## src/rtl/wrm_pkg.sv

```systemverilog
// Shared types, constants and helper functions of the wildcard pattern matcher.
// Depends on nothing; the register file, front end, queue, back end and top import this package.
`default_nettype none

package wrm_pkg;

   // Pattern geometry.
   localparam int MAX_PATTERN = 16;
   localparam int ROW_W       = MAX_PATTERN + 1;
   localparam int LEN_W       = $clog2(MAX_PATTERN + 1);

   // Register file geometry.
   localparam int CSR_DATA_W  = 64;
   localparam int CSR_ADDR_W  = 5;
   localparam int CSR_INDEX_W = 2;
   localparam int LENGTH_W    = 5;

   // Register indexes, taken from address bits 4 to 3.
   localparam logic [CSR_INDEX_W-1:0] REG_PATTERN_LOW    = 2'd0;
   localparam logic [CSR_INDEX_W-1:0] REG_PATTERN_HIGH   = 2'd1;
   localparam logic [CSR_INDEX_W-1:0] REG_PATTERN_LENGTH = 2'd2;

   // Special pattern bytes.
   localparam logic [7:0] STAR_BYTE = 8'h2A;
   localparam logic [7:0] DOT_BYTE  = 8'h2E;

   // Queue between front and back.
   localparam int QUEUE_DEPTH = 2;
   localparam int QPTR_W      = $clog2(QUEUE_DEPTH);
   localparam int QCNT_W      = $clog2(QUEUE_DEPTH + 1);

   // Active pattern as seen by the datapath.
   typedef struct packed {
      logic [MAX_PATTERN-1:0][7:0] pat;
      logic [LEN_W-1:0]            len;
   } cfg_type;

   // One classified text byte: per-column hit bits plus the framing flags.
   typedef struct packed {
      logic [MAX_PATTERN:1] hit;
      logic                 first;
      logic                 last;
   } item_type;

   // Column j is a quantifier when its byte is a star and it has an element before it.
   function automatic logic [MAX_PATTERN:1] quant_mask(cfg_type cfg);
      logic [MAX_PATTERN:1] q;
      q = '0;
      for (int j = 2; j <= MAX_PATTERN; j++) begin
         q[j] = (cfg.pat[j-1] == STAR_BYTE);
      end
      return q;
   endfunction

endpackage

`default_nettype wire

```

## src/rtl/wrm_req_if.sv

```systemverilog
// Input channel of the matcher: one text byte with its framing flags per beat.
// Depends on nothing.
`default_nettype none

interface wrm_req_if;
   logic       valid;
   logic       ready;
   logic [7:0] text_byte;
   logic       first;
   logic       last;

   modport source (output valid, text_byte, first, last, input ready);
   modport sink   (input valid, text_byte, first, last, output ready);
endinterface

`default_nettype wire

```

## src/rtl/wrm_rsp_if.sv

```systemverilog
// Result channel of the matcher: one match verdict per beat.
// Depends on nothing.
`default_nettype none

interface wrm_rsp_if;
   logic valid;
   logic ready;
   logic matched;
   logic end_of_text;

   modport source (output valid, matched, end_of_text, input ready);
   modport sink   (input valid, matched, end_of_text, output ready);
endinterface

`default_nettype wire

```

## src/rtl/wrm_csr.sv

```systemverilog
// APB-style register file holding the pattern and its length.
// Depends on wrm_pkg.
`default_nettype none

module wrm_csr (
   input  wire logic                           clock,
   input  wire logic                           reset,
   input  wire logic                           csr_psel,
   input  wire logic                           csr_penable,
   input  wire logic                           csr_pwrite,
   input  wire logic [wrm_pkg::CSR_ADDR_W-1:0] csr_paddr,
   input  wire logic [wrm_pkg::CSR_DATA_W-1:0] csr_pwdata,
   output logic      [wrm_pkg::CSR_DATA_W-1:0] csr_prdata,
   output logic                                csr_pready,
   output wrm_pkg::cfg_type                    cfg
);
   import wrm_pkg::*;

   logic [CSR_DATA_W-1:0]  pattern_low_ff;
   logic [CSR_DATA_W-1:0]  pattern_high_ff;
   logic [LENGTH_W-1:0]    length_ff;
   logic [CSR_INDEX_W-1:0] index;
   logic                   write_en;
   logic [2*CSR_DATA_W-1:0] pattern_all;

   assign csr_pready = 1'b1;
   assign index      = csr_paddr[CSR_ADDR_W-1:3];
   assign write_en   = csr_psel && csr_penable && csr_pwrite;

   // Register writes at the access cycle.
   always_ff @(posedge clock) begin
      if (reset) begin
         pattern_low_ff  <= '0;
         pattern_high_ff <= '0;
         length_ff       <= '0;
      end else if (write_en) begin
         unique case (index)
            REG_PATTERN_LOW:    pattern_low_ff  <= csr_pwdata;
            REG_PATTERN_HIGH:   pattern_high_ff <= csr_pwdata;
            REG_PATTERN_LENGTH: length_ff       <= csr_pwdata[LENGTH_W-1:0];
            default: ;
         endcase
      end
   end

   // Read mux.
   always_comb begin
      unique case (index)
         REG_PATTERN_LOW:    csr_prdata = pattern_low_ff;
         REG_PATTERN_HIGH:   csr_prdata = pattern_high_ff;
         REG_PATTERN_LENGTH: csr_prdata = {{(CSR_DATA_W-LENGTH_W){1'b0}}, length_ff};
         default:            csr_prdata = '0;
      endcase
   end

   // Active pattern: bytes in order and a length clamped to the column count.
   assign pattern_all = {pattern_high_ff, pattern_low_ff};

   always_comb begin
      for (int k = 0; k < MAX_PATTERN; k++) begin
         cfg.pat[k] = pattern_all[8*k +: 8];
      end
      if (length_ff > LENGTH_W'(MAX_PATTERN)) begin
         cfg.len = LEN_W'(MAX_PATTERN);
      end else begin
         cfg.len = length_ff[LEN_W-1:0];
      end
   end

endmodule

`default_nettype wire

```

## src/rtl/wrm_front.sv

```systemverilog
// Front end: accepts text bytes and compares each against every pattern column.
// Depends on wrm_pkg and wrm_req_if.
`default_nettype none

module wrm_front (
   wrm_req_if.sink               req_bus,
   input  wire wrm_pkg::cfg_type cfg,
   output wrm_pkg::item_type     push_item,
   output logic                  push_valid,
   input  wire logic             push_ready
);
   import wrm_pkg::*;

   logic [MAX_PATTERN:1] quant;
   logic [7:0]           sel;

   assign quant         = quant_mask(cfg);
   assign req_bus.ready = push_ready;
   assign push_valid    = req_bus.valid;

   // A quantifier column tests the repeated element, any other column its own byte.
   always_comb begin
      sel = '0;
      push_item.first = req_bus.first;
      push_item.last  = req_bus.last;
      push_item.hit[1] = (req_bus.text_byte == cfg.pat[0]) || (cfg.pat[0] == DOT_BYTE);
      for (int j = 2; j <= MAX_PATTERN; j++) begin
         sel = quant[j] ? cfg.pat[j-2] : cfg.pat[j-1];
         push_item.hit[j] = (req_bus.text_byte == sel) || (sel == DOT_BYTE);
      end
   end

endmodule

`default_nettype wire

```

## src/rtl/wrm_queue.sv

```systemverilog
// Short register queue that decouples the front end from the back end.
// Depends on wrm_pkg.
`default_nettype none

module wrm_queue (
   input  wire logic              clock,
   input  wire logic              reset,
   input  wire wrm_pkg::item_type push_item,
   input  wire logic              push_valid,
   output logic                   push_ready,
   output wrm_pkg::item_type      pop_item,
   output logic                   pop_valid,
   input  wire logic              pop_ready
);
   import wrm_pkg::*;

   item_type            entry_ff [QUEUE_DEPTH];
   logic [QPTR_W-1:0]   wr_ptr_ff, wr_ptr_in;
   logic [QPTR_W-1:0]   rd_ptr_ff, rd_ptr_in;
   logic [QCNT_W-1:0]   count_ff, count_in;
   logic                do_push;
   logic                do_pop;

   assign push_ready = (count_ff != QCNT_W'(QUEUE_DEPTH));
   assign pop_valid  = (count_ff != '0);
   assign pop_item   = entry_ff[rd_ptr_ff];
   assign do_push    = push_valid && push_ready;
   assign do_pop     = pop_valid && pop_ready;

   // Pointer and fill count updates.
   always_comb begin
      wr_ptr_in = wr_ptr_ff;
      rd_ptr_in = rd_ptr_ff;
      count_in  = count_ff;
      if (do_push) begin
         wr_ptr_in = (wr_ptr_ff == QPTR_W'(QUEUE_DEPTH - 1)) ? '0 : wr_ptr_ff + 1'b1;
      end
      if (do_pop) begin
         rd_ptr_in = (rd_ptr_ff == QPTR_W'(QUEUE_DEPTH - 1)) ? '0 : rd_ptr_ff + 1'b1;
      end
      if (do_push && !do_pop) begin
         count_in = count_ff + QCNT_W'(1);
      end else if (do_pop && !do_push) begin
         count_in = count_ff - QCNT_W'(1);
      end
   end

   always_ff @(posedge clock) begin
      if (reset) begin
         wr_ptr_ff <= '0;
         rd_ptr_ff <= '0;
         count_ff  <= '0;
      end else begin
         wr_ptr_ff <= wr_ptr_in;
         rd_ptr_ff <= rd_ptr_in;
         count_ff  <= count_in;
      end
   end

   // Entry storage needs no reset.
   always_ff @(posedge clock) begin
      if (do_push) begin
         entry_ff[wr_ptr_ff] <= push_item;
      end
   end

endmodule

`default_nettype wire

```

## src/rtl/wrm_back.sv

```systemverilog
// Back end: advances the match row by one text position per beat and
// registers the verdict. Depends on wrm_pkg and wrm_rsp_if.
`default_nettype none

module wrm_back (
   input  wire logic              clock,
   input  wire logic              reset,
   input  wire wrm_pkg::cfg_type  cfg,
   input  wire wrm_pkg::item_type pop_item,
   input  wire logic              pop_valid,
   output logic                   pop_ready,
   wrm_rsp_if.source              rsp_bus
);
   import wrm_pkg::*;

   logic [ROW_W-1:0]     row_ff;
   logic [ROW_W-1:0]     row_in;
   logic                 rsp_valid_ff;
   logic                 matched_ff;
   logic                 end_ff;
   logic [MAX_PATTERN:1] quant;
   logic [ROW_W-1:0]     mask;
   logic [ROW_W-1:0]     empty;
   logic [ROW_W-1:0]     prev;
   logic                 do_pop;

   assign quant     = quant_mask(cfg);
   assign pop_ready = !rsp_valid_ff || rsp_bus.ready;
   assign do_pop    = pop_valid && pop_ready;

   // Columns in use, and the row for an empty text.
   always_comb begin
      for (int j = 0; j < ROW_W; j++) begin
         mask[j] = (LEN_W'(j) <= cfg.len);
      end
      empty    = '0;
      empty[0] = 1'b1;
      for (int j = 2; j < ROW_W; j++) begin
         empty[j] = mask[j] && quant[j] && empty[j-2];
      end
   end

   // Row update: a quantifier column takes the zero-repeat path from two
   // columns back or one more repeat of its element; other columns advance
   // the diagonal.
   always_comb begin
      prev      = pop_item.first ? empty : (row_ff & mask);
      row_in    = '0;
      row_in[1] = mask[1] && pop_item.hit[1] && prev[0];
      for (int j = 2; j < ROW_W; j++) begin
         if (quant[j]) begin
            row_in[j] = mask[j] && (row_in[j-2] || (pop_item.hit[j] && prev[j]));
         end else begin
            row_in[j] = mask[j] && pop_item.hit[j] && prev[j-1];
         end
      end
   end

   // Row state and the output register.
   always_ff @(posedge clock) begin
      if (reset) begin
         row_ff       <= '0;
         rsp_valid_ff <= 1'b0;
      end else begin
         if (do_pop) begin
            row_ff <= row_in;
         end
         if (pop_ready) begin
            rsp_valid_ff <= pop_valid;
         end
      end
   end

   always_ff @(posedge clock) begin
      if (do_pop) begin
         matched_ff <= row_in[cfg.len];
         end_ff     <= pop_item.last;
      end
   end

   assign rsp_bus.valid       = rsp_valid_ff;
   assign rsp_bus.matched     = matched_ff;
   assign rsp_bus.end_of_text = end_ff;

endmodule

`default_nettype wire

```

## src/rtl/wildcard_regex_matcher_top.sv

```systemverilog
// Streaming wildcard pattern matcher: register file, front end, queue and back end.
// Depends on wrm_pkg, wrm_req_if, wrm_rsp_if, wrm_csr, wrm_front, wrm_queue, wrm_back.
//
// Usage:
//   Program the pattern over the csr_ port: pattern_low at byte address 0,
//   pattern_high at 8, pattern_length at 16 (64-bit data, pready always high).
//   Pattern bytes may use '.' for any byte and '*' to repeat the element before it.
//   Send text one byte per beat on req_bus, with first marking the byte that
//   starts a string and last the byte that ends it. Each byte gives exactly one
//   beat on rsp_bus: matched tells whether the text so far matches the whole
//   pattern, end_of_text copies last.
// Timing:
//   A result is registered in the queue and then in the output register of
//   the back end. One byte per cycle is sustained while rsp_bus.ready is high;
//   the cycle is set by the ripple of the match row across the pattern columns.
// Reset:
//   Synchronous, active high. Clears the registers, the queue and the match row,
//   so bytes before the first flagged byte never match.
// Stalls:
//   When rsp_bus.ready is low the result is held in the output register, the
//   two-entry queue fills, and req_bus.ready drops once it is full.
`default_nettype none

module wildcard_regex_matcher_top (
   input  wire logic                           clock,
   input  wire logic                           reset,
   input  wire logic                           csr_psel,
   input  wire logic                           csr_penable,
   input  wire logic                           csr_pwrite,
   input  wire logic [wrm_pkg::CSR_ADDR_W-1:0] csr_paddr,
   input  wire logic [wrm_pkg::CSR_DATA_W-1:0] csr_pwdata,
   output logic      [wrm_pkg::CSR_DATA_W-1:0] csr_prdata,
   output logic                                csr_pready,
   wrm_req_if.sink                             req_bus,
   wrm_rsp_if.source                           rsp_bus
);
   import wrm_pkg::*;

   cfg_type  cfg;
   item_type push_item;
   logic     push_valid;
   logic     push_ready;
   item_type pop_item;
   logic     pop_valid;
   logic     pop_ready;

   wrm_csr u_csr (
      .clock       (clock),
      .reset       (reset),
      .csr_psel    (csr_psel),
      .csr_penable (csr_penable),
      .csr_pwrite  (csr_pwrite),
      .csr_paddr   (csr_paddr),
      .csr_pwdata  (csr_pwdata),
      .csr_prdata  (csr_prdata),
      .csr_pready  (csr_pready),
      .cfg         (cfg)
   );

   wrm_front u_front (
      .req_bus    (req_bus),
      .cfg        (cfg),
      .push_item  (push_item),
      .push_valid (push_valid),
      .push_ready (push_ready)
   );

   wrm_queue u_queue (
      .clock      (clock),
      .reset      (reset),
      .push_item  (push_item),
      .push_valid (push_valid),
      .push_ready (push_ready),
      .pop_item   (pop_item),
      .pop_valid  (pop_valid),
      .pop_ready  (pop_ready)
   );

   wrm_back u_back (
      .clock     (clock),
      .reset     (reset),
      .cfg       (cfg),
      .pop_item  (pop_item),
      .pop_valid (pop_valid),
      .pop_ready (pop_ready),
      .rsp_bus   (rsp_bus)
   );

endmodule

`default_nettype wire
```

## src/flat_wrapper.sv

```systemverilog
// flat-port wrapper written by rule: the top's interface ports become plain ports
module wildcard_regex_matcher_top_flat import wrm_pkg::*;
  (clock, reset, csr_psel, csr_penable, csr_pwrite, csr_paddr, csr_pwdata, csr_prdata, csr_pready, req_bus_valid, req_bus_text_byte, req_bus_first, req_bus_last, req_bus_ready, rsp_bus_valid, rsp_bus_matched, rsp_bus_end_of_text, rsp_bus_ready);
  wrm_req_if req_bus_i ();
  wrm_rsp_if rsp_bus_i ();
  input  wire logic clock;
  input  wire logic reset;
  input  wire logic csr_psel;
  input  wire logic csr_penable;
  input  wire logic csr_pwrite;
  input  wire logic [wrm_pkg::CSR_ADDR_W-1:0] csr_paddr;
  input  wire logic [wrm_pkg::CSR_DATA_W-1:0] csr_pwdata;
  output logic      [wrm_pkg::CSR_DATA_W-1:0] csr_prdata;
  output logic csr_pready;
  input wire logic [$bits(req_bus_i.valid)-1:0] req_bus_valid;
  input wire logic [$bits(req_bus_i.text_byte)-1:0] req_bus_text_byte;
  input wire logic [$bits(req_bus_i.first)-1:0] req_bus_first;
  input wire logic [$bits(req_bus_i.last)-1:0] req_bus_last;
  output wire logic [$bits(req_bus_i.ready)-1:0] req_bus_ready;
  output wire logic [$bits(rsp_bus_i.valid)-1:0] rsp_bus_valid;
  output wire logic [$bits(rsp_bus_i.matched)-1:0] rsp_bus_matched;
  output wire logic [$bits(rsp_bus_i.end_of_text)-1:0] rsp_bus_end_of_text;
  input wire logic [$bits(rsp_bus_i.ready)-1:0] rsp_bus_ready;
  assign req_bus_i.valid = req_bus_valid;
  assign req_bus_i.text_byte = req_bus_text_byte;
  assign req_bus_i.first = req_bus_first;
  assign req_bus_i.last = req_bus_last;
  assign req_bus_ready = req_bus_i.ready;
  assign rsp_bus_valid = rsp_bus_i.valid;
  assign rsp_bus_matched = rsp_bus_i.matched;
  assign rsp_bus_end_of_text = rsp_bus_i.end_of_text;
  assign rsp_bus_i.ready = rsp_bus_ready;
  wildcard_regex_matcher_top u_core (.clock(clock), .reset(reset), .csr_psel(csr_psel), .csr_penable(csr_penable), .csr_pwrite(csr_pwrite), .csr_paddr(csr_paddr), .csr_pwdata(csr_pwdata), .csr_prdata(csr_prdata), .csr_pready(csr_pready), .req_bus(req_bus_i), .rsp_bus(rsp_bus_i));
endmodule
```

## config.mk

```make
export PLATFORM = sky130hd
export DESIGN_NAME = wildcard_regex_matcher_top_flat
export DESIGN_NICKNAME = d
export VERILOG_FILES = /design/src/rtl/wrm_pkg.sv /design/src/rtl/wrm_req_if.sv /design/src/rtl/wrm_rsp_if.sv /design/src/rtl/wrm_csr.sv /design/src/rtl/wrm_front.sv /design/src/rtl/wrm_queue.sv /design/src/rtl/wrm_back.sv /design/src/rtl/wildcard_regex_matcher_top.sv /design/src/flat_wrapper.sv
export SDC_FILE = /design/constraint.sdc
export NUM_CORES = 1
export LEC_CHECK = 0
export BUFFER_PORTS_ARGS = -buffer_cell sky130_fd_sc_hd__clkbuf_2
export CAP_MARGIN = 10
export CELL_PAD_IN_SITES_DETAIL_PLACEMENT = 0
export CELL_PAD_IN_SITES_GLOBAL_PLACEMENT = 1
export CORE_MARGIN = 2
export CORE_UTILIZATION = 47
export CTS_CLUSTER_SIZE = 20
export DETAILED_ROUTE_END_ITERATION = 7
export GPL_TIMING_DRIVEN = 0
export PLACE_DENSITY_LB_ADDON = 0.1
export SLEW_MARGIN = 20
export SYNTH_ARGS = -nofsm -noshare
export SYNTH_HDL_FRONTEND = slang
export SYNTH_SLANG_ARGS = --single-unit
```

## constraint.sdc

```tcl
create_clock -name clock -period 9.18 [get_ports clock]
set_input_delay 1.377 -clock clock [delete_from_list [all_inputs] [get_ports clock]]
set_output_delay 1.377 -clock clock [all_outputs]
set_load 0.02 [all_outputs]
```

== After elaboration in Yosys (flattened, before gate mapping) ==
Memory sizes are Yosys's and may differ from the RTL's. A register that Yosys moved wholly into a read port is not among the register bits.
Cells that the tools add are included.
Word-level totals
  memories kept: 1
  RAM bits: 36
  register bits: 156
Memories
  u_core.u_queue.entry_ff: words 2, bits a word 18, read ports 1, clocked after memory_dff 1, wr ports 1, RTL line wrm_queue.sv:17  | item_type entry_ff [QUEUE_DEPTH];
Operators by class
  magnitude comparators: 19
  equality and inequality tests: 50
  bitwise logic cells: 1
  reductions and logical operators: 123
  add/subtract/negate cells: 4
  multiplexer cells: 43
Operators with widths (number)
  equality test 8 x 6 -> 1 bit, second input constant: 31
  case mux 64 bit (3 select lines): 1
  equality test 8 bit: 16
  2-to-1 mux 8 bit: 15
  logical AND 1 bit: 83
  less-or-equal comparator 4 x 5 -> 1 bit, first input constant: 8
  logical OR 1 bit: 31
  2-to-1 mux 1 bit: 22
  less-or-equal comparator 3 x 5 -> 1 bit, first input constant: 4
  AND 17 bit: 1
  2-to-1 mux 17 bit: 1
  less-or-equal comparator 1 x 5 -> 1 bit, first input constant: 2
  less-or-equal comparator 2 x 5 -> 1 bit, first input constant: 2
  less-than comparator 5 x 6 -> 1 bit, second input constant: 1
  AND reduction 2 bit: 3
  binary-select mux 1 bit (select 5 bit): 1
  greater-than comparator 5 bit, second input constant: 1
  less-or-equal comparator 5 bit, first input constant: 1
  2-to-1 mux 5 bit: 1
  2-to-1 mux 2 bit: 2
  nonzero test 2 bit: 2
  logical NOT 1 bit: 3
  adder 1 bit, second input constant: 2
  adder 2 x 1 -> 2 bit, second input constant: 1
  other kinds (5): 5

== Longest topological paths before layout ==
Gate-level depths: netlist of the first run.
  depth in word-level cells: 38
  mapped depth: 11
  mapped depth without buffers: 9

== Cells and area by module ==
A second synthesis of the first run with hierarchy kept.
Second synthesis, totals
  cells, all modules: 1596
  area, all modules: 14418.8 um^2
Modules (own cells, without submodules)
  wrm_csr: instances 1, cells an instance 660, area each 6473.7 um^2
  wrm_front: instances 1, cells an instance 534, area each 3955.0 um^2
  wrm_back: instances 1, cells an instance 322, area each 2471.1 um^2
  wrm_queue: instances 1, cells an instance 80, area each 1519.0 um^2

== Least setup slack after synthesis of the first run ==
OpenSTA, ideal clock, no wires.
  kind: input-to-output
  start point: in csr_paddr[3] in the netlist's numbering
  end point: out csr_prdata[10] in the netlist's numbering
  path buffers: 3
  slack: 4.972 ns
  arrival time: 2.831 ns
  cell stages on the path: 5
  cell sequence: clkbuf_1 -> clkbuf_1 -> buf_1 -> mux2i_1 -> nor2_1
On the way
  word-level cells in the longest chain between the ends: 2
RTL lines
  start: declaration: RTL line flat_wrapper.sv:11  | input wire logic [wrm_pkg::CSR_ADDR_W-1:0] csr_paddr;
  equality test 2 bit (tied with other cells): RTL line wrm_csr.sv:48  | unique case (index)
  case mux 64 bit (3 select lines) (*): RTL line wrm_csr.sv:48
  end: declaration: RTL line flat_wrapper.sv:13  | output logic [wrm_pkg::CSR_DATA_W-1:0] csr_prdata;
Every way passes the cells marked *; elsewhere a longest branch is shown, timed or not.

== Worst setup path after layout of the first run ==
  start point: in csr_paddr[3] in the netlist's numbering
  end point: out csr_prdata[29] in the netlist's numbering
The elaborated chain is that of the path after synthesis.

==> results of run 1 <==
-- power by group --
group          switching [mW]  internal (mW)  leakage, nW
Combinational           0.288          0.151         2.82
Sequential             0.0393          0.926         1.62
Clock                   0.390          0.401        0.298
Total                   0.718           1.48         4.73
-- worst max-delay path: stages --
cell and delay [ps]:
clkbuf_1 270, clkbuf_1 470, buf_1 930, mux2i_1 270, nor2_1 80, clkbuf_2 210
-- flip-flops by register name, indices dropped and copies added, names as in the netlist, named ones only --
signal / flops
u_core.u_back.rsp_bus.end_of_text: 1
u_core.u_csr.pattern_low_ff: 64
u_core.u_queue.wr_ptr_ff: 1
u_core.u_queue.entry_ff: 36
u_core.u_csr.length_ff: 5
u_core.u_back.rsp_bus.matched: 1
u_core.u_back.row_ff: 16
u_core.u_back.rsp_bus.valid: 1
u_core.u_queue.count_ff: 2
u_core.u_queue.rd_ptr_ff: 1
u_core.u_csr.pattern_high_ff: 64
-- final cells by class --
cell class,count,area (um2)
fillers,2565,11370
multi-input cells,1261,7375
flip-flops and latches,193,4244
repair buffers,143,728.2
plain buffers,110,505.5
clock buffers,19,442.9
well taps,330,412.9
clock inverters,13,165.2
inverters,21,78.83
-- cell families (layout without fill, tap and decap cells) --
group	Yosys count	in the layout	share of synthesized area (%)
fa+ha+maj	1	1	0.1027
mux	90	90	7.497
flops	193	193	34.84
other cells	1	1	0.03078
compound gates	411	411	19.83
simple gates	641	641	24.49
buf+inv	131	306	4.796
xor+xnor	117	117	8.411
-- layer usage --
layer / track usage (%) / part of all wire [%] / vias up / routed length [um]
li1: - / - / 5913 / -
met1: 48.60 / 42 / 6114 / 20750
met2: 56.48 / 45 / 634 / 21980
met3: 7.182 / 8.8 / 130 / 4323
met4: 15.69 / 4.5 / 4 / 2242
met5: 0 / 0.057 / - / 28
-- worst max-delay path by stage --
stage,start,endpoint
6_report,csr_paddr[3],csr_prdata[29]
2_1_floorplan,csr_paddr[3],csr_prdata[10]
4_1_cts,csr_paddr[3],csr_prdata[34]
3_5_place_dp,csr_paddr[3],csr_prdata[61]
3_3_place_gp,csr_paddr[3],csr_prdata[24]
5_1_grt,csr_paddr[3],csr_prdata[29]
-- through the flow --
step	instance area (um2)	hold slack [ps]	std cells	total power, mW	utilization (%)
after floorplan	12180	432.1	1585	1.260	-
after global placement	13300	442.0	2056	1.413	52.52
after detailed placement	13340	449.8	2058	1.421	52.66
after CTS	13950	459.9	2090	2.197	55.06
after global routing	13950	482.9	2090	2.264	55.09
final	13950	458.1	2090	2.197	55.09
-- placed cells by master (no fill, tap or decap), drive strengths merged, types with 13 or more instances in the layout --
| master | synthesis | final |
|---|---|---|
| a31oi | 13 | 13 |
| o21ai | 69 | 69 |
| nor4 | 17 | 17 |
| dfxtp | 155 | 155 |
| mux2i | 83 | 83 |
| inv | 21 | 30 |
| a21oi | 230 | 230 |
| xor2 | 64 | 64 |
| o21a | 13 | 13 |
| nand2 | 320 | 320 |
| nand3 | 30 | 30 |
| xnor2 | 53 | 53 |
| nand4 | 22 | 22 |
| nor3 | 27 | 27 |
| clkbuf | 91 | 251 |
| edfxtp | 38 | 38 |
| buf | 19 | 21 |
| nor2 | 128 | 128 |
==> results.cfg, run 1 <==
[floorplanning]
die_area_um2 = 27230
die_w_um = 165
die_y_um = 165
placementRows = 58
floorplan.initialDensity_pct = 48.10
pin_count = 155
coreArea_um2 = 25330

[grt]
grt_max_degree = 20
antenna_found_initial = 3
grt_pass1_wl_um = 72870
grt-ovfl-total = 0
grt_pass1_vias = 11830
track_usage_pct = 36.20

[job]
cap_viol_max_count = 0

[worst_setup_path]
reg2reg_slack_ps = 5460
end_kind = primary output
reg2regPathDepth = 10
required_ps = 7800
worstPathArrival_ps = 3610
r2r-end = u_core.u_back.rsp_bus.matched
critPathMaxFanout = 10
timing.rr.start = u_core.u_csr.length_ff[2]
path_class = in -> out
cp-start-kind = input port

[hold_path]
min_path_type = reg -> reg
hold_depth = 2
hp-start = u_core.u_back.row_ff[16]
hold_end = u_core.u_back.row_ff[16]

[layout]
fin_nets = 1834
drive_gt1_share_pct = 13.01
area_growth_pct = 14.52
n_antenna_cell = 0

[timing]
fin_ws_ps = 4189
hold_viol = 0
slew_violations = 0
clock.fmax_mhz = 200.3
fin_crit_ps = 4991
finalSetupTns_ps = 0
finalCritPeriodShare_pct = 54.37
skew_ps = 23.36
worstMarginPinSlew_ps = 1191
rsz0062_at_grt = false
setup_viol = 0
max_slew_margin_pct = 20.61

[clock_tree]
htree_levels = 4
cts_buffer_depth = 2
ctsResizeCount = 0
cts_hold_buf = 0
numCtsBuffers = 17
cts.sinks = 193
cts_setup_buffers = 0
cts_tree = yes
cts_root_buf = clkbuf_16
clk_pin_slew_ps = 70
worst_skew_pair.late_latency_ps = 440

[yosys]
syn_area_um2 = 12180
synth_top_flop_cell = dfxtp_1
yosys.area.top_type = dfxtp_1
syn_avg_cell_area_um2 = 7.686
yosys-top-cells-area = dfxtp_1 25%, nand2_1 9.9%, a21oi_1 9.4%, edfxtp_1 9.4%, mux2i_1 6.7%
synth_cell_type_count = 88
synthCells = 1585
synth_nets = 1672
synth_commonest_cells = 320 x nand2_1, 230 x a21oi_1, 155 x dfxtp_1
async_reset_ff_share_pct = 0
yosysMostFrequentCell = nand2_1
seq_area_frac_synth_pct = 34.84
synth_edf_count = 38
synth.top_cell.area_share_pct = 25.47
synth_warnings = 0
yosys_register_bits = 193

[drt]
drtPass1Iterations = 6
ant_nets = 0
drc = 0
drt_wl_total_um = 49330
dr.first_iter.drc_count = 1438
routed-via-count = 12800
wire_per_inst_um = 23.60
vias_per_cell = 6.122

[placed_design]
gp_congestion = 0.9607
detailed_place_hpwl_um = 36970
io_buffer_count = 141
dp_slack_ps = 4236

[status]
outcome = finished clean

[power_and_ir_drop]
power_density_nw_per_um2 = 157.5
ir_drop_uv = 141.7
power.leakage_nw = 4.733
(Power assumes the default switching activity.)
==> run 2: changes to the inputs <==
--- a/config.mk
+++ b/config.mk
@@ -10,7 +10,7 @@
 export CELL_PAD_IN_SITES_DETAIL_PLACEMENT = 0
 export CELL_PAD_IN_SITES_GLOBAL_PLACEMENT = 1
 export CORE_MARGIN = 2
-export CORE_UTILIZATION = 47
+export CORE_UTILIZATION = 43
 export CTS_CLUSTER_SIZE = 20
 export DETAILED_ROUTE_END_ITERATION = 7
 export GPL_TIMING_DRIVEN = 0
==> constraint.sdc (replaced) <==
create_clock -name clock -period 4.62 [get_ports clock]
set_input_delay 0.693 -clock clock [delete_from_list [all_inputs] [get_ports clock]]
set_output_delay 0.693 -clock clock [all_outputs]
set_load 0.02 [all_outputs]
==> run 2 against run 1 <==
  * Clock skew decreased by 6.4 ps
  * Die area increased by 9.1%
  * Sequential share of layout area decreased by 0.098 points
==> results.cfg, run 2 (synthesis results as in run 1) <==
[status]
outcome = finished clean

[grt]
grt_pass1_wl_um = 73340
antenna_found_initial = 1
track_usage_pct = 33.87
grt-ovfl-total = 0
grt_max_degree = 19
grt_pass1_vias = 11620

[drt]
wire_per_inst_um = 23.64
dr.first_iter.drc_count = 1553
routed-via-count = 12810
ant_nets = 0
drt_wl_total_um = 50590
drc = 0
vias_per_cell = 5.986
drtPass1Iterations = 6

[worst_setup_path]
path_class = reg -> reg
worstPathArrival_ps = 4100
end_kind = flop
critPathMaxFanout = 10
reg2regPathDepth = 9
required_ps = 4920
cp-start-kind = flop
reg2reg_slack_ps = 820

[timing]
worstMarginPinSlew_ps = 1179
fin_crit_ps = 3797
finalSetupTns_ps = 0
hold_viol = 0
skew_ps = 16.98
slew_violations = 0
clock.fmax_mhz = 263.4
setup_viol = 0
max_slew_margin_pct = 21.38
rsz0062_at_grt = false
finalCritPeriodShare_pct = 82.18
fin_hold_ws_ps = 418.5

[hold_path]
min_path_type = in -> reg
hold_depth = 1

[clock_tree]
cts_tree = yes
cts.sinks = 193
htree_levels = 4
ctsResizeCount = 0
worst_skew_pair.late_latency_ps = 470
numCtsBuffers = 17
cts_setup_buffers = 0
cts_buffer_depth = 2
cts_root_buf = clkbuf_16
cts_hold_buf = 0
clk_pin_slew_ps = 80

[job]
cap_viol_max_count = 0

[floorplanning]
placementRows = 61
floorplan.initialDensity_pct = 43.73
die_w_um = 172.3
die_y_um = 172.3
pin_count = 155
coreArea_um2 = 27860
die_area_um2 = 29690

[layout]
drive_gt1_share_pct = 13.12
fin_nets = 1835
fillers = 2853
largest_registers = u_core.u_csr.pattern_high_ff: 64 flops, u_core.u_csr.pattern_low_ff: 64 flops, u_core.u_queue.entry_ff: 36 flops
area_growth_pct = 14.89
final_cell_mix = 320 x nand2_1, 230 x a21oi_1, 155 x dfxtp_1
layout_commonest_cell = nand2_1

[placed_design]
detailed_place_hpwl_um = 37560
gp_congestion = 0.9432
io_buffer_count = 141

[power_and_ir_drop]
power_mw = 4.325
power_density_nw_per_um2 = 309.0
power.leakage_nw = 4.733
ir_drop_uv = 250.1
[run 2: cell types whose count changed in the layout (fill, tap and decap cells not counted), sizes merged]
| cell | change |
|---|---|
| buf | +1 |
| bufinv | -1 |
| clkinv | +1 |
| diode | +1 |
[run 2: worst paths after layout]
| kind | startpoint | endpoint |
|---|---|---|
| max | flop | u_core.u_back.rsp_bus.matched |
| min | req_bus_last | u_core.u_queue.entry_ff[0][0] |
| max reg2reg | flop | u_core.u_back.rsp_bus.matched |
| min reg2reg | u_core.u_back.row_ff[16] | u_core.u_back.row_ff[16] |
[run 2: routing by layer]
layer | up-vias | global-route usage (%) | wire (um)
met2 | 618 | 54.67 | 23100
met5 | - | 0 | 0
met1 | 6158 | 46.53 | 21980
met4 | 0 | 10.67 | 1537
li1 | 5933 | - | -
met3 | 101 | 5.219 | 3969
[run 2: cell type report]
class,instances,area (um2),area share (%)
inverter,21,78.83,0.5632
sequential,193,4244,30.32
multi-input combinational,1261,7375,52.69
clock inverter,13,111.4,0.7956
timing repair buffer,144,743.2,5.310
antenna,1,2.502,0.01788
tap,378,473.0,3.379
buffer,110,505.5,3.611
clock buffer,19,464.2,3.316
[run 2: metrics by stage]
stage	worst slack [ps]	utilization [%]	std cells	cell area [um2]
final	823.3	50.24	2140	14000
after CTS	874.5	50.16	2138	13970
after floorplan	1636	-	1585	12180
after global placement	697.1	47.96	2104	13360
after global routing	495.1	50.24	2139	13990
after detailed placement	903.1	48.09	2106	13400
[run 2: where the power goes]
| group | switching, mW | internal [mW] | leakage, nW |
|---|---|---|---|
| Sequential | 0.0790 | 1.84 | 1.62 |
| Clock | 0.768 | 0.757 | 0.290 |
| Combinational | 0.578 | 0.302 | 2.82 |
| Total | 1.43 | 2.90 | 4.73 |
[run 2: critical path, stage by stage, from the launching register on]
cell	delay, ps
dfxtp_1	320
clkbuf_1	300
mux2i_2	640
clkbuf_1	510
nand2_1	190
o21ai_0	540
a31oi_2	230
a2111oi_1	580
nor3_1	150
o221ai_2	180
